### src/pbd_pkg.sv
// Package for the palette box downscaler: widths, register indexes, reset values,
// state types, the divider request/response structs and the size clamp function. No dependencies.
package pbd_pkg;

    localparam int MAX_WIDTH_DEF = 256;
    localparam int PALETTE_SIZE  = 256;

    localparam int CHAN_W     = 8;
    localparam int SUM_W      = 16;
    localparam int CNT_W      = 9;
    localparam int SIZE_W     = 9;
    localparam int ORIGIN_W   = 12;
    localparam int COORD_W    = 13;
    localparam int CFG_IDX_W  = 3;
    localparam int CFG_DATA_W = 12;
    localparam int NUM_CHAN   = 3;

    // configuration register indexes
    localparam logic [CFG_IDX_W-1:0] CFG_ORIGIN_X   = 3'd0;
    localparam logic [CFG_IDX_W-1:0] CFG_ORIGIN_Y   = 3'd1;
    localparam logic [CFG_IDX_W-1:0] CFG_SOURCE_W   = 3'd2;
    localparam logic [CFG_IDX_W-1:0] CFG_SOURCE_H   = 3'd3;
    localparam logic [CFG_IDX_W-1:0] CFG_TARGET_W   = 3'd4;
    localparam logic [CFG_IDX_W-1:0] CFG_TARGET_H   = 3'd5;

    localparam logic [SIZE_W-1:0] SOURCE_W_RST = 9'd64;
    localparam logic [SIZE_W-1:0] SOURCE_H_RST = 9'd64;
    localparam logic [SIZE_W-1:0] TARGET_W_RST = 9'd32;
    localparam logic [SIZE_W-1:0] TARGET_H_RST = 9'd32;
    localparam logic [SIZE_W-1:0] SIZE_MAX     = 9'd256;

    localparam logic MODE_PALETTE = 1'b0;
    localparam logic MODE_PIXEL   = 1'b1;

    typedef enum logic [1:0] {
        ST_IDLE,
        ST_ACC,
        ST_DIV,
        ST_EMIT
    } pbd_state_t;

    typedef enum logic [1:0] {
        DV_IDLE,
        DV_LOAD,
        DV_STEP
    } pbd_div_state_t;

    typedef struct packed {
        logic             start;
        logic [CNT_W-1:0] divisor;
    } pbd_div_req_t;

    typedef struct packed {
        logic                             done;
        logic [NUM_CHAN-1:0][CHAN_W-1:0]  quotient;
    } pbd_div_rsp_t;

    // size registers: zero acts as one, anything above 256 acts as 256
    function automatic logic [SIZE_W-1:0] eff_size(input logic [SIZE_W-1:0] v);
        logic [SIZE_W-1:0] r;
        if (v == '0)
            r = SIZE_W'(1);
        else if (v > SIZE_MAX)
            r = SIZE_MAX;
        else
            r = v;
        return r;
    endfunction

endpackage

### src/pbd_divider.sv
// Shared bit-serial divider: divides three channel sums by one sample count, one
// quotient bit per cycle, channel after channel. Depends on pbd_pkg.
module pbd_divider (
    input  logic                                            clk,
    input  logic                                            rst_n,
    input  pbd_pkg::pbd_div_req_t                           req,
    input  logic [pbd_pkg::NUM_CHAN-1:0][pbd_pkg::SUM_W-1:0] sums,
    output pbd_pkg::pbd_div_rsp_t                           rsp
);
    import pbd_pkg::*;

    localparam logic [1:0] CHAN_LAST = 2'(NUM_CHAN - 1);
    localparam logic [2:0] STEP_LAST = 3'(CHAN_W - 1);

    pbd_div_state_t state_reg, state_next;
    logic [1:0]                      chan_reg, chan_next;
    logic [2:0]                      step_reg, step_next;
    logic [CNT_W-1:0]                den_reg, den_next;
    logic [CNT_W-1:0]                rem_reg, rem_next;
    logic [CHAN_W-1:0]               dvd_reg, dvd_next;
    logic [CHAN_W-1:0]               quo_reg, quo_next;
    logic [NUM_CHAN-1:0][CHAN_W-1:0] res_reg, res_next;
    logic                            done_reg, done_next;

    logic [CNT_W:0]   trial;
    logic             fits;
    logic [SUM_W-1:0] sum_sel;
    logic             last_step;
    logic             last_chan;

    assign last_step = (step_reg == STEP_LAST);
    assign last_chan = (chan_reg == CHAN_LAST);
    assign sum_sel   = sums[chan_reg];
    assign trial     = {rem_reg, dvd_reg[CHAN_W-1]};
    assign fits      = (trial >= {1'b0, den_reg});

    always_comb
    begin
        state_next = state_reg;
        case (state_reg)
            DV_IDLE:
            begin
                if (req.start)
                    state_next = DV_LOAD;
            end
            DV_LOAD:
                state_next = DV_STEP;
            DV_STEP:
            begin
                if (last_step)
                    state_next = last_chan ? DV_IDLE : DV_LOAD;
            end
            default:
                state_next = DV_IDLE;
        endcase
    end

    always_comb
    begin
        chan_next = chan_reg;
        step_next = step_reg;
        den_next  = den_reg;
        rem_next  = rem_reg;
        dvd_next  = dvd_reg;
        quo_next  = quo_reg;
        res_next  = res_reg;
        done_next = 1'b0;
        case (state_reg)
            DV_IDLE:
            begin
                if (req.start)
                begin
                    den_next  = req.divisor;
                    chan_next = '0;
                end
            end
            DV_LOAD:
            begin
                // the average never exceeds 255, so the top byte is already below the count
                rem_next  = CNT_W'(sum_sel[SUM_W-1:CHAN_W]);
                dvd_next  = sum_sel[CHAN_W-1:0];
                quo_next  = '0;
                step_next = '0;
            end
            DV_STEP:
            begin
                rem_next  = fits ? CNT_W'(trial - {1'b0, den_reg}) : CNT_W'(trial);
                quo_next  = {quo_reg[CHAN_W-2:0], fits};
                dvd_next  = {dvd_reg[CHAN_W-2:0], 1'b0};
                step_next = step_reg + 3'd1;
                if (last_step)
                begin
                    res_next[chan_reg] = quo_next;
                    chan_next          = chan_reg + 2'd1;
                    done_next          = last_chan;
                end
            end
            default:
            begin
                done_next = 1'b0;
            end
        endcase
        rsp.done     = done_reg;
        rsp.quotient = res_reg;
    end

    always_ff @(posedge clk or negedge rst_n)
    begin
        if (!rst_n)
        begin
            state_reg <= DV_IDLE;
            done_reg  <= 1'b0;
            chan_reg  <= '0;
            step_reg  <= '0;
        end
        else
        begin
            state_reg <= state_next;
            done_reg  <= done_next;
            chan_reg  <= chan_next;
            step_reg  <= step_next;
        end
    end

    always_ff @(posedge clk)
    begin
        den_reg <= den_next;
        rem_reg <= rem_next;
        dvd_reg <= dvd_next;
        quo_reg <= quo_next;
        res_reg <= res_next;
    end

endmodule

### config.mk
export PLATFORM = sky130hd
export DESIGN_NAME = pbd_divider
export DESIGN_NICKNAME = d
export VERILOG_FILES = /design/src/pbd_pkg.sv /design/src/pbd_divider.sv
export SDC_FILE = /design/constraint.sdc
export NUM_CORES = 1
export LEC_CHECK = 0
export BUFFER_PORTS_ARGS = -buffer_cell sky130_fd_sc_hd__clkbuf_2
export CORE_ASPECT_RATIO = 1.75
export CORE_MARGIN = 2
export CORE_UTILIZATION = 30
export CTS_CLUSTER_SIZE = 16
export DETAILED_ROUTE_END_ITERATION = 6
export GPL_ROUTABILITY_DRIVEN = 1
export GPL_TIMING_DRIVEN = 0
export SYNTH_ARGS = -nofsm -noshare
export SYNTH_HDL_FRONTEND = slang
export SYNTH_SLANG_ARGS = --single-unit
### constraint.sdc
create_clock -name clk -period 2.3 [get_ports clk]
set_input_delay 0.115 -clock clk [delete_from_list [all_inputs] [get_ports clk]]
set_output_delay 0.115 -clock clk [all_outputs]
set_load 0.02 [all_outputs]
==> out/metrics.cfg, run 1 <==
[floorplanning]
dieArea_mm2=0.0119
rows=50
ios=85
fp.dieH_um=143
die_x_um=83.4
start_util=0.309
core_mm2=0.0107

[route]
routed_via_density=4.79
vias=2432
drt_iter0_drc=90
ant_nets=0
first_pass_iters=4
wl_per_cell_um=14.7
finalWirelength_mm=7.46
drc=0

[placed_design]
place_inst=473
io_buffers=84
dp_hpwl_mm=5.56
placed_area_mm2=0.00389
place_congestion=0.781

[global_routing]
grt_use_met2=0.251
grt_usage=0.133
grt_max_degree=31
grt_pass1_vias=2583
antenna_found_initial=0
grt_pass1_wl_mm=12.2
grt.overflow.total=0
grt_use_met3=0.0324
use_met1=0.135
grt.busiest_layer=met2

[sta]
final_max_slew_viol_count=0
setup_viol=10
grt_setup_unrepaired=true
setup_ws_ns=-0.173
period_share=1.08
fin_skew_ns=0.00447
worstMarginPinSlew_ns=1.13
finalHoldViolCount=0
final.setup.tns_ns=-1.16
finalCriticalPeriod_ns=2.47
whs_ns=0.111
max_slew_margin=0.247
max_freq_mhz=404

[run_status]
violations=setup timing
run_status=finished with violations

[clock_tree]
cts_root_buf=clkbuf_16
cts_tree=done
cts_max_level=3
clk_latency_ns=0.33
clk_path_buf_depth=2
cts_buffers=9
clock-sinks=65
clkTransAtPathRegs_ns=0.05

[synthesis]
postSynth.asyncResetShare=0.123
synth-seq-cells=65
netlist_area_mm2=0.00331
synthFlopType=edfxtp_1
synth_edf_count=57
syn-num-nets=338
yosys.cell_types.count=43
yosysWarnings=0
yosysSeqAreaShare=0.578
syn_avg_cell_area_um2=12.8
syn_inst=259

[setup_path]
crit_top_cell=a211oi_4
crit_fanout=4
reg2reg_setup_slack_ns=-0.17
slowest_delay_ns=0.38
reg2reg_depth=10
crit_path_end_kind=flip-flop
arrival_ns=2.53
crit_required_ns=2.36
reg2reg_from=dvd_reg[7]$_DFFE_PP_
slowest_stage=edfxtp_1
critPathBufInv=3
r2r_end=rem_reg[1]$_DFFE_PP_
path_delay_family=compound AO/OA/AOI/OAI gates
critPathKind=flip-flop to flip-flop
cp_cell_sequence=inv_1 > ha_2 > inv_2 > fa_2 > a211oi_4 > o21bai_4 > a211oi_4 > buf_6 > mux2i_1 > a21oi_1
cp-start-kind=flip-flop

[cells_and_area]
stdcell_count=508
drive_above_1_share=0.376
area_delta_synth_final_pct=32.8
final_cell_mix=85 x clkbuf_2, 57 x edfxtp_1, 26 x inv_1
fin_nets=452
largest_reg_flops=24
mostFrequentLayoutCell=clkbuf_2
finalInstanceArea_mm2=0.00439
diodes=0

[pwr]
ir_drop_v=0.00107
total_leakage_power_nw=1.88
powerDensity_mw_per_mm2=1300

[worst_hold_path]
hold_depth=3
hold_path_end=dvd_reg[0]$_SDFFCE_PP0P_
min_from=sums[16]
min_path_type=input pin to flip-flop

[run]
maxCapViolations=0

==> cells in the mapped netlist, types with 2 or more instances <==
| cell type | n | area, µm² |
|---|---|---|
| edfxtp_1 | 57 | 1710 |
| inv_1 | 27 | 101 |
| a21oi_1 | 19 | 95.1 |
| ha_1 | 18 | 225 |
| mux2_2 | 16 | 180 |
| a221oi_1 | 15 | 131 |
| mux2i_1 | 9 | 90.1 |
| and3_1 | 8 | 50.1 |
| dfrtp_1 | 8 | 200 |
| nor2_1 | 8 | 30.0 |
| and2_1 | 7 | 43.8 |
| clkbuf_1 | 7 | 26.3 |
| nand2_1 | 6 | 22.5 |
| nand3_1 | 6 | 30.0 |
| o21ai_0 | 6 | 30.0 |
| xor2_1 | 5 | 43.8 |
| a31oi_1 | 4 | 25.0 |
| nand2b_1 | 3 | 18.8 |
| nor3_1 | 3 | 15.0 |
| a211oi_2 | 2 | 25.0 |
| a21o_1 | 2 | 15.0 |
| buf_2 | 2 | 10.0 |
==> logic make-up after synthesis <==
family / synth area share
DFF: 0.578
AOI/OAI and AO/OA: 0.127
and+or+nand+nor: 0.0779
buffers and inverters: 0.0480
muxes: 0.0817
adders and majority gates: 0.0741
xor gates and xnor gates: 0.0132
==> tightest hold or removal path: cells and delay by family <==
family	cells	cell delay [ns]
buf+inv	1	0.08
simple gates	1	0.08
compound gates	1	0.05
==> worst max-delay path by stage <==
stage	from	endpoint	slack [ns]	depth (start not counted)
3_3_place_gp	dvd_reg[7]$_DFFE_PP_	rem_reg[4]$_DFFE_PP_	-0.44	10
2_1_floorplan	dvd_reg[7]$_DFFE_PP_	rem_reg[0]$_DFFE_PP_	0.03	10
3_5_place_dp	dvd_reg[7]$_DFFE_PP_	rem_reg[4]$_DFFE_PP_	-0.45	10
5_1_grt	dvd_reg[7]$_DFFE_PP_	rem_reg[4]$_DFFE_PP_	-0.28	10
4_1_cts	dvd_reg[7]$_DFFE_PP_	rem_reg[1]$_DFFE_PP_	-0.19	10
6_report	dvd_reg[7]$_DFFE_PP_	rem_reg[1]$_DFFE_PP_	-0.17	10
==> metal layers <==
| metal | up-vias | wire, µm | part of all wire |
|---|---|---|---|
| met3 | 10 | 301 | 0.040 |
| li1 | 1202 | - | - |
| met2 | 65 | 4100 | 0.55 |
| met1 | 1155 | 2900 | 0.39 |
| met4 | 0 | 147 | 0.020 |
| met5 | - | 0 | 0 |
==> area by class of cell <==
type,instances,area (µm²)
multi-input cells,154,1280
plain buffers,11,48.8
well taps,130,163
clock buffers,9,225
repair buffers,103,603
clock inverters,7,46.3
flip-flops and latches,65,1910
fillers,1015,6300
inverters,29,111
==> repair_timing <==
action,CTS,global route
pin swaps,2,2
endpoints found under the hold margin,17,0
hold buffers,10,0
setup buffers,9,1
gates resized for setup,11,5
endpoints found under the setup margin,12,31
==> stage by stage <==
step,worst slack [ns],power (mW),util
floorplan,0.0283,3.57,-
global placement,-0.439,4.07,0.364
detailed placement,-0.450,4.13,0.364
CTS,-0.192,5.73,0.410
global route,-0.284,6.07,0.411
finish,-0.173,5.71,0.411
==> power by group <==
| part | leakage, nW | internal (mW) | switching (mW) |
|---|---|---|---|
| Sequential | 0.645 | 1.83 | 0.171 |
| Combinational | 1.11 | 1.12 | 1.38 |
| Clock | 0.131 | 0.725 | 0.497 |
| Total | 1.88 | 3.67 | 2.04 |
(Power assumes the default switching activity.)
==> run 2, diff against run 1 <==
- GPL_TIMING_DRIVEN: 0 -> unset
==> run 2 against run 1 <==
Compared with the run above: the run still ends with setup timing left; total power down 0.90%; non-clock buffer count shrank 3; wire length stayed put; hold slack got worse by 0.019 ns; die area is the same; cell area shrank 0.20%; critical endpoint is now rem_reg[4]$_DFFE_PP_; largest cell class unchanged.
==> out/metrics.cfg, run 2 (synthesis results as in run 1) <==
[floorplanning]
rows=50
start_util=0.309
fp.dieH_um=143
die_x_um=83.4
dieArea_mm2=0.0119
core_mm2=0.0107
ios=85

[sta]
period_share=1.03
setup_ws_ns=-0.0664
fin_skew_ns=0.00365
finalHoldViolCount=0
worstMarginPinSlew_ns=0.529
setup_viol=7
final.setup.tns_ns=-0.146
finalCriticalPeriod_ns=2.37
max_slew_margin=0.647
max_freq_mhz=423
whs_ns=0.0926
grt_setup_unrepaired=true
final_max_slew_viol_count=0

[global_routing]
grt_pass1_vias=2508
grt_max_degree=21
grt.overflow.total=0
antenna_found_initial=0
grt_usage=0.129
grt_pass1_wl_mm=12.0

[pwr]
total_leakage_power_nw=1.90
seqPwrFrac=0.350
clockPowerShare=0.240
powerDensity_mw_per_mm2=1290
pwr-share-comb=0.410
p_switching_mw=1.98
ir_drop_v=0.000763
internal_power_mw=3.68
p_sw_frac=0.349
p_total_mw=5.66

[route]
ant_nets=0
routed_via_density=4.82
vias=2435
finalWirelength_mm=7.46
drc=0
wl_per_cell_um=14.8
drt_iter0_drc=150
first_pass_iters=4

[run_status]
violations=setup timing
run_status=finished with violations

[clock_tree]
clkTransAtPathRegs_ns=0.05
cts_tree=done
clk_path_buf_depth=2
cts_max_level=3
cts_root_buf=clkbuf_16
clock-sinks=65
cts_buffers=9
clk_latency_ns=0.33

[worst_hold_path]
min_path_type=input pin to flip-flop

[placed_design]
dp_hpwl_mm=5.73
place_congestion=0.767
pre_cts_ws_ns=-0.0691
io_buffers=84
place_inst=477
placed_area_mm2=0.00396

[cells_and_area]
fillers=1021
stdcell_count=505
finalInstanceArea_mm2=0.00438
largest_reg_flops=24
final_cell_mix=84 x clkbuf_2, 57 x edfxtp_1, 26 x inv_1
drive_above_1_share=0.381
mostFrequentLayoutCell=clkbuf_2
utilization=0.410
diodes=0
fin_nets=449
area_delta_synth_final_pct=32.5

[setup_path]
crit_fanout=7
cp-start-kind=flip-flop
arrival_ns=2.44
crit_path_end_kind=flip-flop
crit_required_ns=2.37
critPathKind=flip-flop to flip-flop

[run]
maxCapViolations=0

==> run 2: path summary, 6_finish.rpt <==
check,from,end,slack (ns),cells after the start
setup reg to reg,dvd_reg[7]$_DFFE_PP_,rem_reg[4]$_DFFE_PP_,-0.07,10
setup / recovery,dvd_reg[7]$_DFFE_PP_,rem_reg[4]$_DFFE_PP_,-0.07,10
min in group asynchronous,rst_n,step_reg[0]$_DFFE_PN0P_,0.16,2
hold reg to reg,quo_reg[6]$_SDFFCE_PN0P_,rsp[15]$_DFFE_PP_,0.48,0
max in group asynchronous,rst_n,chan_reg[0]$_DFFE_PN0P_,1.95,2
hold / removal,sums[16],dvd_reg[0]$_SDFFCE_PP0P_,0.09,3
==> run 2: what timing repair did <==
item | in CTS | in global routing
cloned | 0 | 0
setup buffers | 2 | 0
hold buffers | 10 | 0
hold endpoints to repair | 17 | 0
endpoints found under the setup margin | 8 | 12
pin swaps | 1 | 0
gates resized for setup | 1 | 1
==> run 2: critical path: stages (launching register included) <==
cell,delay [ns]
edfxtp_1,0.38
inv_1,0.06
ha_1,0.15
inv_2,0.05
fa_2,0.36
a211oi_4,0.24
o21bai_2,0.12
a211oi_4,0.32
inv_4,0.12
mux2i_1,0.21
a21oi_1,0.09
==> run 2: area by class of cell <==
class                   instances  area (µm²)  share of cell area
multi-input cells             154        1250               0.285
well taps                     130         163              0.0371
clock inverters                 7        77.6              0.0177
repair buffers                111         648               0.148
clock buffers                   9         225              0.0514
inverters                      29         111              0.0254
flip-flops and latches         65        1910               0.436
==> run 2: per-layer routing <==
metal | vias up | track usage | part of all wire
met2 | 65 | 0.237 | 0.55
li1 | 1198 | - | -
met3 | 15 | 0.0266 | 0.037
met1 | 1157 | 0.134 | 0.38
met4 | 0 | 0.0777 | 0.030
met5 | - | 0 | 0
==> run 2: power by group through the flow <==
stage	Sequential, mW	Clock (mW)	Combinational (mW)
2_1_floorplan	1.95	0	1.63
6_report	1.98	1.36	2.32
3_5_place_dp	2.01	0	2.25
4_1_cts	1.99	1.39	2.31
3_3_place_gp	2.00	0	2.20
5_1_grt	2.02	1.44	2.58
